`config.mk`:
```
export PLATFORM = sky130hd
export DESIGN_NAME = cron_schedule_matcher
export DESIGN_NICKNAME = d
export VERILOG_FILES = /design/src/sv/csm_pkg.sv /design/src/sv/cron_schedule_matcher.sv
export SDC_FILE = /design/constraint.sdc
export NUM_CORES = 1
export LEC_CHECK = 0
export ABC_AREA = 1
export BUFFER_PORTS_ARGS = -buffer_cell sky130_fd_sc_hd__buf_2
export CAP_MARGIN = 20
export CORE_MARGIN = 2
export CORE_UTILIZATION = 45
export DETAILED_ROUTE_END_ITERATION = 6
export GPL_TIMING_DRIVEN = 0
export HOLD_SLACK_MARGIN = 0.12
export PLACE_DENSITY = 0.64
export SLEW_MARGIN = 20
export SYNTH_ARGS = -nofsm -noshare
export SYNTH_HDL_FRONTEND = slang
export SYNTH_SLANG_ARGS = --single-unit
export TNS_END_PERCENT = 1
```
`constraint.sdc`:
```
create_clock -name i_clk -period 10.46 [get_ports i_clk]
set_clock_uncertainty 0.1 [all_clocks]
set_input_delay 0.523 -clock i_clk [delete_from_list [all_inputs] [get_ports i_clk]]
set_output_delay 0.523 -clock i_clk [all_outputs]
set_load 0.01 [all_outputs]
```
`src/sv/csm_pkg.sv`:
```
// ----------------------------------------------------------------------------
// csm_pkg - shared types and constants for the cron schedule matcher
// Entry layout, tick time bundle, request and result codes, FSM states.
// ----------------------------------------------------------------------------
`default_nettype none

package csm_pkg;

    localparam int TABLE_DEPTH = 16;
    localparam int IDX_W       = (TABLE_DEPTH > 1) ? $clog2(TABLE_DEPTH) : 1;
    localparam int CNT_W       = $clog2(TABLE_DEPTH + 1);

    localparam logic [3:0] SUNDAY_DOW = 4'd7;

    typedef enum logic [1:0] {
        REQ_ADD    = 2'd0,
        REQ_REMOVE = 2'd1,
        REQ_TICK   = 2'd2
    } t_req;

    typedef enum logic [1:0] {
        KIND_FIRED = 2'd0,
        KIND_DONE  = 2'd1,
        KIND_FULL  = 2'd2
    } t_kind;

    typedef enum logic [1:0] {
        S_IDLE  = 2'd0,
        S_SCAN  = 2'd1,
        S_FINAL = 2'd2
    } t_state;

    // all-ones in a pattern field is the wildcard
    typedef struct packed {
        logic [6:0] minute;
        logic [5:0] hour;
        logic [5:0] mday;
        logic [4:0] month;
        logic [3:0] dow;
        logic [7:0] action;
    } t_entry;

    typedef struct packed {
        logic [5:0] minute;
        logic [4:0] hour;
        logic [4:0] mday;
        logic [3:0] month;
        logic [2:0] wday;
    } t_now;

endpackage

`default_nettype wire

```
`src/sv/cron_schedule_matcher.sv`:
```
// ----------------------------------------------------------------------------
// cron_schedule_matcher - ordered table of cron patterns with tick matching
//
// Input channel (i_in_valid / o_in_ready) carries one request: add a pattern,
// remove all equal patterns, or a clock tick with the current time. Output
// channel (o_out_valid / i_out_ready) returns results: one fired result per
// matching entry in table order on a tick, then a single result with o_last.
// Table lives in a 16-entry synchronous RAM (one read, one write port).
// Remove and tick walk the N entries held one entry per cycle through the RAM
// read port, while no tick hit is stalled on the output register. A new
// request is taken only in idle, but the last result may still sit in the
// output register when the next request is accepted.
// Receiver stall holds the output register; a tick scan freezes on a hit
// until the output register frees up.
// Reset clears the entry count and the control state; RAM contents are not
// cleared, only entries below the count are ever read.
// ----------------------------------------------------------------------------
`default_nettype none

module cron_schedule_matcher (
    input  wire logic        i_clk,
    input  wire logic        i_rst_n,
    input  wire logic        i_in_valid,
    output logic             o_in_ready,
    input  wire logic [1:0]  i_req_type,
    input  wire logic signed [6:0] i_pat_minute,
    input  wire logic signed [5:0] i_pat_hour,
    input  wire logic signed [5:0] i_pat_mday,
    input  wire logic signed [4:0] i_pat_month,
    input  wire logic signed [3:0] i_pat_dow,
    input  wire logic [7:0]  i_action_id,
    input  wire logic [5:0]  i_now_minute,
    input  wire logic [4:0]  i_now_hour,
    input  wire logic [4:0]  i_now_mday,
    input  wire logic [3:0]  i_now_month,
    input  wire logic [2:0]  i_now_wday,
    output logic             o_out_valid,
    input  wire logic        i_out_ready,
    output logic [1:0]       o_result_kind,
    output logic [7:0]       o_fired_action,
    output logic [csm_pkg::CNT_W-1:0] o_entry_count,
    output logic             o_last
);
    import csm_pkg::*;

    t_state             r_state, n_state;
    t_req               r_req, n_req;
    t_entry             r_pat, n_pat;
    t_now               r_now, n_now;
    t_kind              r_final_kind, n_final_kind;
    logic [IDX_W-1:0]   r_idx, n_idx;
    logic [IDX_W-1:0]   r_wr, n_wr;
    logic [CNT_W-1:0]   r_count, n_count;

    logic               r_out_valid, n_out_valid;
    t_kind              r_out_kind, n_out_kind;
    logic [7:0]         r_out_action, n_out_action;
    logic [CNT_W-1:0]   r_out_count, n_out_count;
    logic               r_out_last, n_out_last;

    t_entry             mem [TABLE_DEPTH];
    t_entry             r_rd_data;
    logic [IDX_W-1:0]   rd_addr;
    logic               mem_we;
    logic [IDX_W-1:0]   mem_waddr;
    t_entry             mem_wdata;

    logic               in_acc;
    logic               out_free;
    logic               tick_match;
    logic               entry_eq;
    logic               scan_last;
    logic               scan_stall;
    logic               scan_go;
    logic [IDX_W-1:0]   idx_next;
    logic [3:0]         now_dow;
    logic [5:0]         now_month_1;
    t_entry             in_entry;

    assign o_in_ready = (r_state == S_IDLE);
    assign in_acc     = i_in_valid && o_in_ready;
    assign out_free   = !r_out_valid || i_out_ready;

    assign in_entry = '{minute: i_pat_minute, hour: i_pat_hour, mday: i_pat_mday,
                        month: i_pat_month, dow: i_pat_dow, action: i_action_id};

    // pattern month is 1-based, tick month 0-based; Sunday 0 maps to 7
    assign now_dow     = (r_now.wday == 3'd0) ? SUNDAY_DOW : {1'b0, r_now.wday};
    assign now_month_1 = {2'b00, r_now.month} + 6'd1;

    always_comb begin
        tick_match = (&r_rd_data.minute || r_rd_data.minute == {1'b0, r_now.minute})
                  && (&r_rd_data.hour   || r_rd_data.hour   == {1'b0, r_now.hour})
                  && (&r_rd_data.mday   || r_rd_data.mday   == {1'b0, r_now.mday})
                  && (&r_rd_data.month  ||
                      {r_rd_data.month[4], r_rd_data.month} == now_month_1)
                  && (&r_rd_data.dow    || r_rd_data.dow    == now_dow);
    end

    assign entry_eq   = (r_rd_data == r_pat);
    assign idx_next   = r_idx + 1'b1;
    assign scan_last  = (CNT_W'(r_idx) + CNT_W'(1)) == r_count;
    assign scan_stall = (r_state == S_SCAN) && (r_req == REQ_TICK) && tick_match
                     && !out_free;
    assign scan_go    = (r_state == S_SCAN) && !scan_stall;

    always_comb begin
        case (r_state)
            S_SCAN:  rd_addr = scan_go ? idx_next : r_idx;
            default: rd_addr = '0;
        endcase
    end

    // next state
    always_comb begin
        n_state = r_state;
        case (r_state)
            S_IDLE: begin
                if (in_acc) begin
                    if ((i_req_type == REQ_REMOVE || i_req_type == REQ_TICK)
                        && r_count != '0)
                        n_state = S_SCAN;
                    else
                        n_state = S_FINAL;
                end
            end
            S_SCAN: begin
                if (scan_go && scan_last)
                    n_state = S_FINAL;
            end
            S_FINAL: begin
                if (out_free)
                    n_state = S_IDLE;
            end
            default: n_state = S_IDLE;
        endcase
    end

    // datapath and outputs
    always_comb begin
        n_req        = r_req;
        n_pat        = r_pat;
        n_now        = r_now;
        n_final_kind = r_final_kind;
        n_idx        = r_idx;
        n_wr         = r_wr;
        n_count      = r_count;
        n_out_valid  = r_out_valid && !i_out_ready;
        n_out_kind   = r_out_kind;
        n_out_action = r_out_action;
        n_out_count  = r_out_count;
        n_out_last   = r_out_last;
        mem_we       = 1'b0;
        mem_waddr    = r_wr;
        mem_wdata    = r_rd_data;

        case (r_state)
            S_IDLE: begin
                if (in_acc) begin
                    n_req        = t_req'(i_req_type);
                    n_pat        = in_entry;
                    n_now        = '{minute: i_now_minute, hour: i_now_hour,
                                     mday: i_now_mday, month: i_now_month,
                                     wday: i_now_wday};
                    n_idx        = '0;
                    n_wr         = '0;
                    n_final_kind = KIND_DONE;
                    if (i_req_type == REQ_ADD) begin
                        if (r_count >= CNT_W'(TABLE_DEPTH)) begin
                            n_final_kind = KIND_FULL;
                        end else begin
                            mem_we    = 1'b1;
                            mem_waddr = r_count[IDX_W-1:0];
                            mem_wdata = in_entry;
                            n_count   = r_count + 1'b1;
                        end
                    end
                end
            end
            S_SCAN: begin
                if (scan_go) begin
                    n_idx = idx_next;
                    if (r_req == REQ_TICK && tick_match) begin
                        n_out_valid  = 1'b1;
                        n_out_kind   = KIND_FIRED;
                        n_out_action = r_rd_data.action;
                        n_out_count  = r_count;
                        n_out_last   = 1'b0;
                    end
                    if (r_req == REQ_REMOVE) begin
                        // compaction: write slot never passes read slot
                        if (!entry_eq) begin
                            mem_we    = 1'b1;
                            mem_waddr = r_wr;
                            mem_wdata = r_rd_data;
                            n_wr      = r_wr + 1'b1;
                        end
                        if (scan_last)
                            n_count = CNT_W'(r_wr) + (entry_eq ? CNT_W'(0) : CNT_W'(1));
                    end
                end
            end
            S_FINAL: begin
                if (out_free) begin
                    n_out_valid  = 1'b1;
                    n_out_kind   = r_final_kind;
                    n_out_action = '0;
                    n_out_count  = r_count;
                    n_out_last   = 1'b1;
                end
            end
            default: ;
        endcase
    end

    always_ff @(posedge i_clk) begin
        if (mem_we)
            mem[mem_waddr] <= mem_wdata;
        r_rd_data <= mem[rd_addr];
    end

    always_ff @(posedge i_clk) begin
        if (!i_rst_n) begin
            r_state     <= S_IDLE;
            r_count     <= '0;
            r_out_valid <= 1'b0;
        end else begin
            r_state     <= n_state;
            r_count     <= n_count;
            r_out_valid <= n_out_valid;
        end
    end

    always_ff @(posedge i_clk) begin
        r_req        <= n_req;
        r_pat        <= n_pat;
        r_now        <= n_now;
        r_final_kind <= n_final_kind;
        r_idx        <= n_idx;
        r_wr         <= n_wr;
        r_out_kind   <= n_out_kind;
        r_out_action <= n_out_action;
        r_out_count  <= n_out_count;
        r_out_last   <= n_out_last;
    end

    assign o_out_valid    = r_out_valid;
    assign o_result_kind  = r_out_kind;
    assign o_fired_action = r_out_action;
    assign o_entry_count  = r_out_count;
    assign o_last         = r_out_last;

    // ------------------------------------------------------------------------
    a_count_bound: assert property (@(posedge i_clk) disable iff (!i_rst_n)
        r_count <= CNT_W'(TABLE_DEPTH))
        else $error("entry count above table depth");

    a_add_grows: assert property (@(posedge i_clk) disable iff (!i_rst_n)
        (in_acc && i_req_type == REQ_ADD && r_count < CNT_W'(TABLE_DEPTH))
        |=> (r_count == $past(r_count) + 1'b1))
        else $error("accepted add did not grow the table");

    a_scan_in_range: assert property (@(posedge i_clk) disable iff (!i_rst_n)
        (r_state == S_SCAN) |-> (CNT_W'(r_idx) < r_count))
        else $error("scan index past entry count");

    a_compact_order: assert property (@(posedge i_clk) disable iff (!i_rst_n)
        (r_state == S_SCAN) |-> (r_wr <= r_idx))
        else $error("compaction write slot overtook read slot");

    a_final_last: assert property (@(posedge i_clk) disable iff (!i_rst_n)
        (r_state == S_FINAL && out_free) |=> (o_out_valid && o_last && r_state == S_IDLE))
        else $error("closing result not issued");

endmodule

`default_nettype wire
```
; Word level (Yosys, flattened, before mapping)
; Memories as Yosys holds them, arrays and structs flattened. A register that Yosys moved wholly into a read port is not among the register bits.
; Index checks and enable logic that the tools add are counted.
[op_classes]
n_lt_le_gt_ge = 1
n_eq_ne = 23
reduce_logical = 41
add_sub_neg = 6
n_mux = 60
[ops]
columns = op, n
row1 = $mux W36, 4
row2 = $mux W5, 9
row3 = $mux W4, 10
row4 = $eq A36 B36 Y1, 1
row5 = $mux W8, 3
row6 = $pmux W5 S2, 2
row7 = $eq A6 B5 Y1, 3
row8 = $mux W2, 8
row9 = $pmux W4 S2, 2
row10 = $pmux W8 S2, 1
row11 = $mux W1, 15
row12 = $reduce_and A7 Y1, 2
row13 = $logic_and A1 B1 Y1, 13
row14 = $reduce_and A6 Y1, 2
row15 = $add A4 B1 Y5 const B, 2
row16 = $ne A2 B1 Y1 const B, 5
row17 = $ne A2 B2 Y1 const B, 5
row18 = $reduce_and A5 Y1, 2
row19 = $add A4 B1 Y4 const B, 2
row20 = $reduce_and A4 Y1, 2
row21 = $eq A7 B6 Y1, 1
row22 = $logic_or A1 B1 Y1, 7
row23 = $eq A2 B1 Y1 const B, 3
row24 = $eq A2 B2 Y1 const B, 3
row25 = 16 further kinds, 24
[word_totals]
out_inout_bits = 18
ramBits = 576
mem_count = 1
elab_cells = 154
ff_bits = 95
input_bits = 65
[memory_table]
columns = memory, words, width, rd, rd_clocked_by_memory_dff, write_ports, line
row1 = mem, 16, 36, 1, 1, 1, cron_schedule_matcher.sv:61  ; t_entry mem [TABLE_DEPTH];

; Longest topological paths before layout
; Gate-level depths: netlist (run 1).
[depth]
ltp_word = 14
ltp_mapped = 21
ltp_nobuf = 18

; Least setup slack after synthesis (run 1)
; Ideal clock, no wire load.
[synth_path]
path_kind = reg-to-reg
from = register r_state[0]
to = memory mem[0][0] (netlist name), enable pin
period_less_slack_ps = 5179
slack_ps = 5281
n_path_buf = 1
path_stages_with_launch = 10
t_arrival_ps = 4650
required_time_ps = 9931
setup_time_ps = 429
path_cell_list = dfxtp_1 -> inv_1 -> ha_1 -> nand2_1 -> inv_1 -> nand3_1 -> clkbuf_1 -> o21ai_0 -> nand2_1 -> nor2_1
[synth_via]
word_cells_on_any_way = 15
classes_between = 1 x eq/ne / 7 x mux / 7 x reduce/logical
[synth_rtl]
columns = item, line
row1 = start: declaration, cron_schedule_matcher.sv:46  ; t_state r_state, n_state;
row2 = start signal: assignment, cron_schedule_matcher.sv:228  ; r_state <= n_state;
row3 = $logic_not A2 Y1 (*), cron_schedule_matcher.sv:80  ; assign o_in_ready = (r_state == S_IDLE);
row4 = via o_in_ready, cron_schedule_matcher.sv:24  ; output logic o_in_ready,
row5 = $logic_and A1 B1 Y1, cron_schedule_matcher.sv:81  ; assign in_acc = i_in_valid && o_in_ready;
row6 = $mux W1, cron_schedule_matcher.sv:159  ; if (in_acc) begin
row7 = $pmux W1 S2, cron_schedule_matcher.sv:157  ; case (r_state)
row8 = $mux W1, cron_schedule_matcher.sv:217  ; if (mem_we)
row9 = $mux W1 (not written as such), cron_schedule_matcher.sv:218  ; mem[mem_waddr] <= mem_wdata;
row10 = end: declaration, cron_schedule_matcher.sv:61
; The timed path passes the listed nets; every way through them passes the cells marked *.

; Worst setup path after layout (run 1)
[layout_path]
from = register r_state[1]
to = memory mem[10][13] (netlist name), enable pin
[layout_via]
elab_chain_len = 10
word_cells_on_any_way = 15
classes_between = 1 x eq/ne / 7 x mux / 7 x reduce/logical
[layout_lines]
columns = item, line
row1 = $eq A2 B1 Y1, "cron_schedule_matcher.sv:103, cron_schedule_matcher.sv:105, cron_schedule_matcher.sv:157"
row2 = $logic_and A1 B1 Y1 (2 in a row), cron_schedule_matcher.sv:103  ; assign scan_stall = (r_state == S_SCAN) && (r_req == REQ_TICK) && tick_match
row3 = $logic_and A1 B1 Y1, cron_schedule_matcher.sv:104  ; && !out_free;
row4 = $logic_not A1 Y1, cron_schedule_matcher.sv:105  ; assign scan_go = (r_state == S_SCAN) && !scan_stall;
row5 = $logic_and A1 B1 Y1, cron_schedule_matcher.sv:105
row6 = $mux W1, cron_schedule_matcher.sv:181  ; if (scan_go) begin
row7 = $pmux W1 S2, cron_schedule_matcher.sv:157
row8 = $mux W1, cron_schedule_matcher.sv:217
row9 = $mux W1 (not written as such), cron_schedule_matcher.sv:218
; Parallel ways exist; a longest one is shown, timed or not.

==> results.rst, run 1 <==
.. list-table::
   :header-rows: 1

   * - Metric
     - Value
   * - Run status
     - complete, no violations
   * - Crit path arrival time
     - 4.70 ns
   * - Cells taking the most area after synthesis
     - edfxtp_1, nand3_1, nand2_1, inv_1, dfxtp_1
   * - Routed vias
     - 22490
   * - H-Tree Depth
     - 3
   * - Post-Synthesis Net Count
     - 2990
   * - Layout Area Growth over Synthesis
     - 17.72%
   * - Main flop type after synthesis
     - edfxtp_1
   * - Relative slew slack
     - 29.41%
   * - Placed Cells incl. Taps
     - 3900
   * - CP Data Required Time
     - 10.67 ns
   * - Reported max-cap violation count
     - 0
   * - DPL Wire Length
     - 62670 um
   * - Most frequent cells after synthesis
     - nand2_1, nand3_1, edfxtp_1, inv_1, nor2_1
   * - Sequence of cells on the critical path
     - inv_1 > ha_1 > nand2_1 > inv_4 > buf_12 > nand3_1 > clkbuf_2 > o21ai_0 > nand2_1 > nor2_4 > buf_12 > buf_16
   * - Nets
     - 3241
   * - Top routing layer in use
     - met5
   * - Highest-delay cell along the critical path
     - nor2_4
   * - Total count of max-transition violations in the final report
     - 0
   * - CP startpoint kind
     - register
   * - Total global routing track utilization
     - 26.24%
   * - Mean area per synthesized cell
     - 10.55 sq um
   * - Number of vias per cell
     - 5.490
   * - Yosys synthesis warning count
     - 0
   * - Endpoint kind of the worst setup timing path
     - register
   * - Per-cell routed wire length
     - 22.74 um
   * - Number of failing setup endpoints in the final timing report
     - 0
   * - Distinct cell type count after synthesis
     - 35
   * - Boundary Pins
     - 83
   * - Met2 routed WL
     - 43950 um
   * - Buffer cell driving the clock tree root
     - clkbuf_16
   * - Most used standard cell by instance count after synthesis
     - nand2_1
   * - Static Leakage
     - 14.74 nW
   * - Filler Cell Count
     - 5660
   * - Layout cell share with drive strength beyond 1
     - 12.69%
   * - Maximum clock rate
     - 222.4 MHz
   * - Library cell occupying the most area in the post-synthesis netlist
     - edfxtp_1
   * - Antenna-violating nets left
     - 0
   * - Number of flops mapped to enable cells by yosys
     - 663
   * - Crit-path max FO
     - 37
   * - Crit path largest cell delay
     - 0.58 ns
   * - Width of the die
     - 265.4 um
   * - Number of instances in the synthesized netlist
     - 2914
   * - Fraction of the yosys area taken by sequential cells
     - 67.63%
   * - Count of TritonRoute iterations in the first routing pass
     - 6
   * - Overall die height
     - 265.4 um
   * - Worst slew pin tran
     - 1.059 ns
   * - Class of the worst hold path
     - input port to register
   * - Number of remaining DRC errors
     - 0
   * - Standard cell core area
     - 67400 sq um
   * - Clock slew at the register clock pins of the worst setup and hold paths
     - 0.06 ns
   * - Area share of the largest cell type after synthesis
     - 64.76%
   * - Min cycle time layout
     - 4.496 ns
   * - Final Instance Count excl. Fillers
     - 4097
   * - IR Drop Worst-Case VDD
     - 0.1243 mV
   * - First-pass GRT wire length
     - 135200 um
   * - Die Area
     - 70420 sq um
   * - Wire length on met1
     - 35890 um
   * - Cell row count
     - 95
   * - Initial antenna violation count
     - 1
   * - Worst skew pair latency
     - 0.61 ns
   * - Total wire length after detailed routing
     - 93160 um
   * - Final weighted congestion of routability-driven global placement
     - 0.8798
   * - TritonCTS clock tree
     - done
   * - Worst setup path category
     - register to register
   * - Via count of the first global-routing pass
     - 21520
   * - Maximum root-to-sink buffer count
     - 3
   * - Share of the cycle needed by the critical path after routing
     - 42.99%
   * - Hold Vio Cnt, Final
     - 0
   * - Number of post-CTS setup repair buffers
     - 0
   * - Async S/R FF share, synth
     - 0%
   * - Count of buffers inserted at the top-level ports
     - 82
   * - Num Clock Sinks
     - 707
   * - Iteration-0 DRC Markers
     - 2483
   * - Flops & latches, synth
     - 707
   * - TNS Setup
     - 0 ns
   * - CTS Hold Buffers Added
     - 62
   * - Initial core utilization
     - 45.61%
   * - Met3 WL
     - 8802 um
   * - Total overflow reported by the global router
     - 0
   * - Post-cts gate resize count
     - 0
   * - Area of the mapped netlist
     - 30740 sq um
   * - Maximum number of pins on one net before global-route repair
     - 38
   * - Number of clock buffers inserted by TritonCTS
     - 74
   * - RSZ-0062 raised after global routing
     - no
   * - Areal power density over the cells
     - 250.7 nW/um^2
[area by class of cell]
| type | count | area, sq um | share of cell area [%] |
|---|---|---|---|
| tap | 873 | 1092 | 3.018 |
| antenna | 1 | 2.502 | 0.006915 |
| sequential | 707 | 20790 | 57.45 |
| multi-input combinational | 1666 | 7871 | 21.75 |
| buffer | 160 | 905.9 | 2.503 |
| inverter | 381 | 1433 | 3.959 |
| timing repair buffer | 175 | 1750 | 4.837 |
| clock buffer | 103 | 2054 | 5.677 |
| clock inverter | 31 | 287.8 | 0.7952 |
[power breakdown]
group / internal (W) / leakage, nW / switching [W]
logic: 0.000684 / 7.22 / 0.00191
registers: 0.00376 / 6.37 / 0.000145
clock network: 0.00150 / 1.15 / 0.00108
total: 0.00594 / 14.7 / 0.00313
[layout by cell type, fill, tap and decap left out, types with 27 or more instances in the layout]
cell	Yosys	routed
buf_2	80	162
xnor2_1	27	27
dlygate4sd3_1	0	62
edfxtp_1	663	663
dfxtp_1	44	44
a21oi_2	0	34
clkbuf_16	0	77
nand3_1	683	683
inv_1	375	374
nand2_1	729	729
clkbuf_1	35	56
nor2_1	99	83
[critical path: cells and delay by family, from the launching register on]
| family | cells | cell delay (ns) |
|---|---|---|
| compound gates | 1 | 0.51 |
| fa+ha+maj | 1 | 0.22 |
| buf+inv | 6 | 1.69 |
| flops | 1 | 0.33 |
| simple gates | 4 | 1.29 |
[final timing paths]
| path | start | endpoint | slack, ns | depth (start not counted) |
|---|---|---|---|---|
| worst max-delay path | r_state[1] | mem[10][13] | 5.96 | 12 |
| worst min-delay path | i_out_ready | o_out_valid | 0.24 | 4 |
| worst min register to register | r_final_kind[1] | o_result_kind[1] | 0.42 | 2 |
| worst max register to register | r_state[1] | mem[10][13] | 5.96 | 12 |
[routing by layer]
| layer | global-route usage [%] | vias up |
|---|---|---|
| met4 | 13.22 | 2 |
| met5 | 0 | - |
| li1 | - | 10290 |
| met1 | 33.87 | 10680 |
| met2 | 42.82 | 1271 |
| met3 | 4.564 | 253 |
[registers in the layout (all words and copies together) (netlist names), 4 cells and up]
name,cells
r_count,5
r_wr,4
r_idx,4
o_fired_action,8
o_entry_count,5
r_now,23
mem,576
r_pat,36
r_rd_data,36
[stage by stage]
stage                     instance area, sq um  setup WS, ns  hold slack, ns  power, W  util (%)
after detailed placement                 33180         5.844          0.4185  0.006472     49.23
final                                    36190         5.964          0.2377  0.009071     53.69
after global placement                   32240         1.240          0.3898  0.006336     47.84
after global routing                     36180         5.698          0.2849  0.009413     53.69
after CTS                                36140         5.813          0.2056  0.009039     53.63
after floorplan                          30740         5.281          0.3806  0.005387         -
[cells by family (layout without fill, tap and decap cells)]
| logic type | after synthesis | after routing | share of synthesized area, % |
|---|---|---|---|
| AND/OR/NAND/NOR | 1539 | 1539 | 21.83 |
| flip-flops | 707 | 707 | 67.63 |
| buffers and inverters | 541 | 850 | 7.591 |
| AO/OA/AOI/OAI | 75 | 75 | 1.307 |
| XOR/XNOR | 38 | 38 | 1.083 |
| adder cells (fa/ha/maj) | 11 | 11 | 0.4477 |
| multiplexers | 3 | 3 | 0.1099 |
| other | 0 | 1 | 0 |
No activity file was read; power rests on OpenSTA's default activity.
==> run 2, diff against run 1 <==
--- a/config.mk
+++ b/config.mk
@@ -5,7 +5,7 @@
 export SDC_FILE = /design/constraint.sdc
 export NUM_CORES = 1
 export LEC_CHECK = 0
-export ABC_AREA = 1
+export ABC_AREA = 0
 export BUFFER_PORTS_ARGS = -buffer_cell sky130_fd_sc_hd__buf_2
 export CAP_MARGIN = 20
 export CORE_MARGIN = 2
@@ -13,7 +13,7 @@
 export DETAILED_ROUTE_END_ITERATION = 6
 export GPL_TIMING_DRIVEN = 0
 export HOLD_SLACK_MARGIN = 0.12
-export PLACE_DENSITY = 0.64
+export PLACE_DENSITY = 0.66
 export SLEW_MARGIN = 20
 export SYNTH_ARGS = -nofsm -noshare
 export SYNTH_HDL_FRONTEND = slang
==> constraint.sdc (replaced) <==
create_clock -name i_clk -period 3.6 [get_ports i_clk]
set_clock_uncertainty 0.1 [all_clocks]
set_input_delay 0.18 -clock i_clk [delete_from_list [all_inputs] [get_ports i_clk]]
set_output_delay 0.18 -clock i_clk [all_outputs]
set_load 0.01 [all_outputs]
==> results.rst, run 2 <==
.. list-table::
   :header-rows: 1

   * - Metric
     - Value
   * - Maximum root-to-sink buffer count
     - 3
   * - Distinct cell type count after synthesis
     - 70
   * - Highest-delay cell along the critical path
     - or4_4
   * - Iteration-0 DRC Markers
     - 2557
   * - DPL Wire Length
     - 63860 um
   * - TritonCTS clock tree
     - done
   * - Worst slew pin tran
     - 1.009 ns
   * - Per-cell routed wire length
     - 26.20 um
   * - IR Drop Worst-Case VDD
     - 0.6383 mV
   * - Min Hold Slack
     - 0.1579 ns
   * - Cell depth of the worst hold path
     - 2
   * - End point of the worst hold path
     - r_now[15]
   * - Antenna-violating nets left
     - 0
   * - Standard cell core area
     - 69660 sq um
   * - Library cell occupying the most area in the post-synthesis netlist
     - edfxtp_1
   * - Total count of max-transition violations in the final report
     - 0
   * - Width of the die
     - 268.8 um
   * - Reported max-cap violation count
     - 0
   * - Largest Register
     - mem
   * - Source of the critical timing path
     - r_now[18]
   * - Cell row count
     - 97
   * - Buffer cell driving the clock tree root
     - clkbuf_16
   * - CP startpoint kind
     - register
   * - Destination of the worst register-to-register timing path
     - r_rd_data[22]
   * - Sequence of cells on the critical path
     - xor2_1 > or4_4 > o31ai_4 > buf_12 > o2111a_1 > buf_6 > mux2_4 > nor2_4 > inv_6 > buf_12 > buf_4 > a221oi_1 > o221a_2 > a221oi_2
   * - CP Data Required Time
     - 4.01 ns
   * - Worst skew pair latency
     - 0.64 ns
   * - Layout cell share with drive strength beyond 1
     - 22.66%
   * - Number of vias per cell
     - 5.975
   * - Cells taking the most area after synthesis
     - edfxtp_1, mux2i_1, nand2_1, nand2b_1, dfxtp_1
   * - Number of instances in the synthesized netlist
     - 2290
   * - Leading cell type in the layout, fill and taps excluded
     - edfxtp_1
   * - Main flop type after synthesis
     - edfxtp_1
   * - First-pass GRT wire length
     - 137100 um
   * - Final Instance Count excl. Fillers
     - 3579
   * - Most common cell on crit path
     - buf_12
   * - Post-layout utilization of the core
     - 54.94%
   * - Number of failing setup endpoints in the final timing report
     - 29
   * - Maximum clock rate
     - 269.8 MHz
   * - Async S/R FF share, synth
     - 0%
   * - Run status
     - complete, but fails checks
   * - Placed Cells incl. Taps
     - 3342
   * - Num Clock Sinks
     - 707
   * - Fraction of the yosys area taken by sequential cells
     - 65.91%
   * - Boundary Pins
     - 83
   * - Die Area
     - 72230 sq um
   * - Crit-path max FO
     - 10
   * - Overall die height
     - 268.8 um
   * - Post-Synthesis Net Count
     - 2366
   * - Number of cells on the worst reg-to-reg path
     - 14
   * - Static Leakage
     - 13.23 nW
   * - Number of clock buffers inserted by TritonCTS
     - 76
   * - Initial core utilization
     - 45.28%
   * - Final weighted congestion of routability-driven global placement
     - 0.9124
   * - Crit path largest cell delay
     - 0.53 ns
   * - HP Start
     - i_now_hour[3]
   * - Total global routing track utilization
     - 26.04%
   * - Total overflow reported by the global router
     - 0
   * - Flip-flop count of the largest register, all copies and words added
     - 576
   * - Clock slew at the register clock pins of the worst setup and hold paths
     - 0.07 ns
   * - Hold Vio Cnt, Final
     - 0
   * - Areal power density over the cells
     - 492.7 nW/um^2
   * - Number of flops mapped to enable cells by yosys
     - 663
   * - Failing checks
     - setup timing
   * - Maximum number of pins on one net before global-route repair
     - 32
   * - Most used standard cell by instance count after synthesis
     - edfxtp_1
   * - Total wire length after detailed routing
     - 93760 um
   * - Count of TritonRoute iterations in the first routing pass
     - 6
   * - Initial antenna violation count
     - 0
   * - Number of remaining DRC errors
     - 0
   * - Yosys synthesis warning count
     - 0
   * - Reg2reg start
     - r_now[18]
   * - Antenna Cells
     - 0
   * - Class of the worst hold path
     - input port to register
   * - Via count of the first global-routing pass
     - 21290
   * - Routed vias
     - 21390
   * - Count of buffers inserted at the top-level ports
     - 82
   * - Area share of the largest cell type after synthesis
     - 63.11%
   * - Most frequent cells after synthesis
     - edfxtp_1, nand2_1, nand2b_1, mux2i_1, clkbuf_1
   * - Share of the cycle needed by the critical path after routing
     - 102.9%
   * - Relative slew slack
     - 32.76%
   * - Min cycle time layout
     - 3.706 ns
   * - H-Tree Depth
     - 3
   * - Layout Area Growth over Synthesis
     - 21.33%
   * - Endpoint kind of the worst setup timing path
     - register
   * - Highest-count cells in the layout ignoring fill and taps
     - edfxtp_1, nand2_1, nand2b_1
   * - Post-route setup slack
     - -0.1058 ns
   * - Mean area per synthesized cell
     - 13.78 sq um
   * - Worst setup path category
     - register to register
   * - Flops & latches, synth
     - 707
   * - Setup slack of the most critical reg-to-reg path
     - -0.11 ns
   * - Nets
     - 2652
   * - Crit path arrival time
     - 4.11 ns
   * - Largest registers in the final layout
     - mem x576, r_pat x36, r_rd_data x36
   * - RSZ-0062 raised after global routing
     - yes
   * - Area of the mapped netlist
     - 31550 sq um
-- run 2: metal layers --
| layer | up-vias | part of all wire [%] | track usage, % |
|---|---|---|---|
| met3 | 223 | 9.7 | 6.037 |
| met5 | - | 0 | 0 |
| met1 | 10670 | 41 | 34.94 |
| li1 | 9366 | - | - |
| met4 | 0 | 4.2 | 10.63 |
| met2 | 1122 | 45 | 40.97 |
-- run 2: metrics by stage --
step                      setup TNS, ns  worst slack (ns)  total power, W  instance area (sq um)
after floorplan                  -4.235          -0.04066         0.01033                  31720
after global placement         -1459.32            -2.119         0.01082                  33310
after detailed placement        -306.21            -1.394         0.01088                  33970
after global routing             -5.197           -0.1616         0.01936                  38270
after CTS                       -0.9877          -0.08849         0.01887                  37890
final                           -0.9859           -0.1058         0.01886                  38270
-- run 2: how the worst max path moves through the flow --
stage / to / slack (ns)
6_report: r_rd_data[22] / -0.11
3_3_place_gp: r_rd_data[3] / -2.12
2_1_floorplan: mem[11][0] / -0.04
5_1_grt: r_rd_data[22] / -0.16
3_5_place_dp: r_rd_data[33] / -1.39
4_1_cts: r_rd_data[12] / -0.09
-- run 2: kinds of logic (layout without fill, tap and decap cells) --
kind of cell               Yosys count  in the layout  share of synthesized area, %
AOI/OAI and AO/OA                  426            426                         11.53
xor gates and xnor gates            67             67                         1.860
adders and majority gates           11             11                        0.4363
buffers and inverters              186            535                         2.618
DFF                                707            707                         65.91
muxes                              215            215                         7.116
and+or+nand+nor                    678            678                         10.53
-- run 2: layout make-up --
cell class / instances / area [sq um]
well taps: 940 / 1176
plain buffers: 167 / 1096
inverters: 19 / 80.08
fillers: 5594 / 31390
clock inverters: 36 / 374.1
clock buffers: 105 / 2196
repair buffers: 208 / 2008
flip-flops and latches: 707 / 20790
multi-input cells: 1397 / 10550
-- run 2: timing repair --
action,CTS,global route
pin swaps,15,19
setup endpoints to repair,658,678
resized for setup,145,120
hold endpoints to repair,86,0
hold buffers,67,0
buffers inserted,21,8
-- run 2: worst max-delay path: cells and delay by family (launching register included) --
family                    cells  cell delay, ns
AOI/OAI and AO/OA             5            1.05
buffers and inverters         5            0.80
and+or+nand+nor               2            0.69
DFF                           1            0.40
muxes                         1            0.35
xor gates and xnor gates      1            0.17
-- run 2: report_power, final --
part | total [W] | leakage, nW | internal [W] | switching, W
clock | 0.00800 | 1.25 | 0.00472 | 0.00328
sequential | 0.00943 | 6.39 | 0.00929 | 0.000136
combinational | 0.00143 | 5.59 | 0.000518 | 0.000915
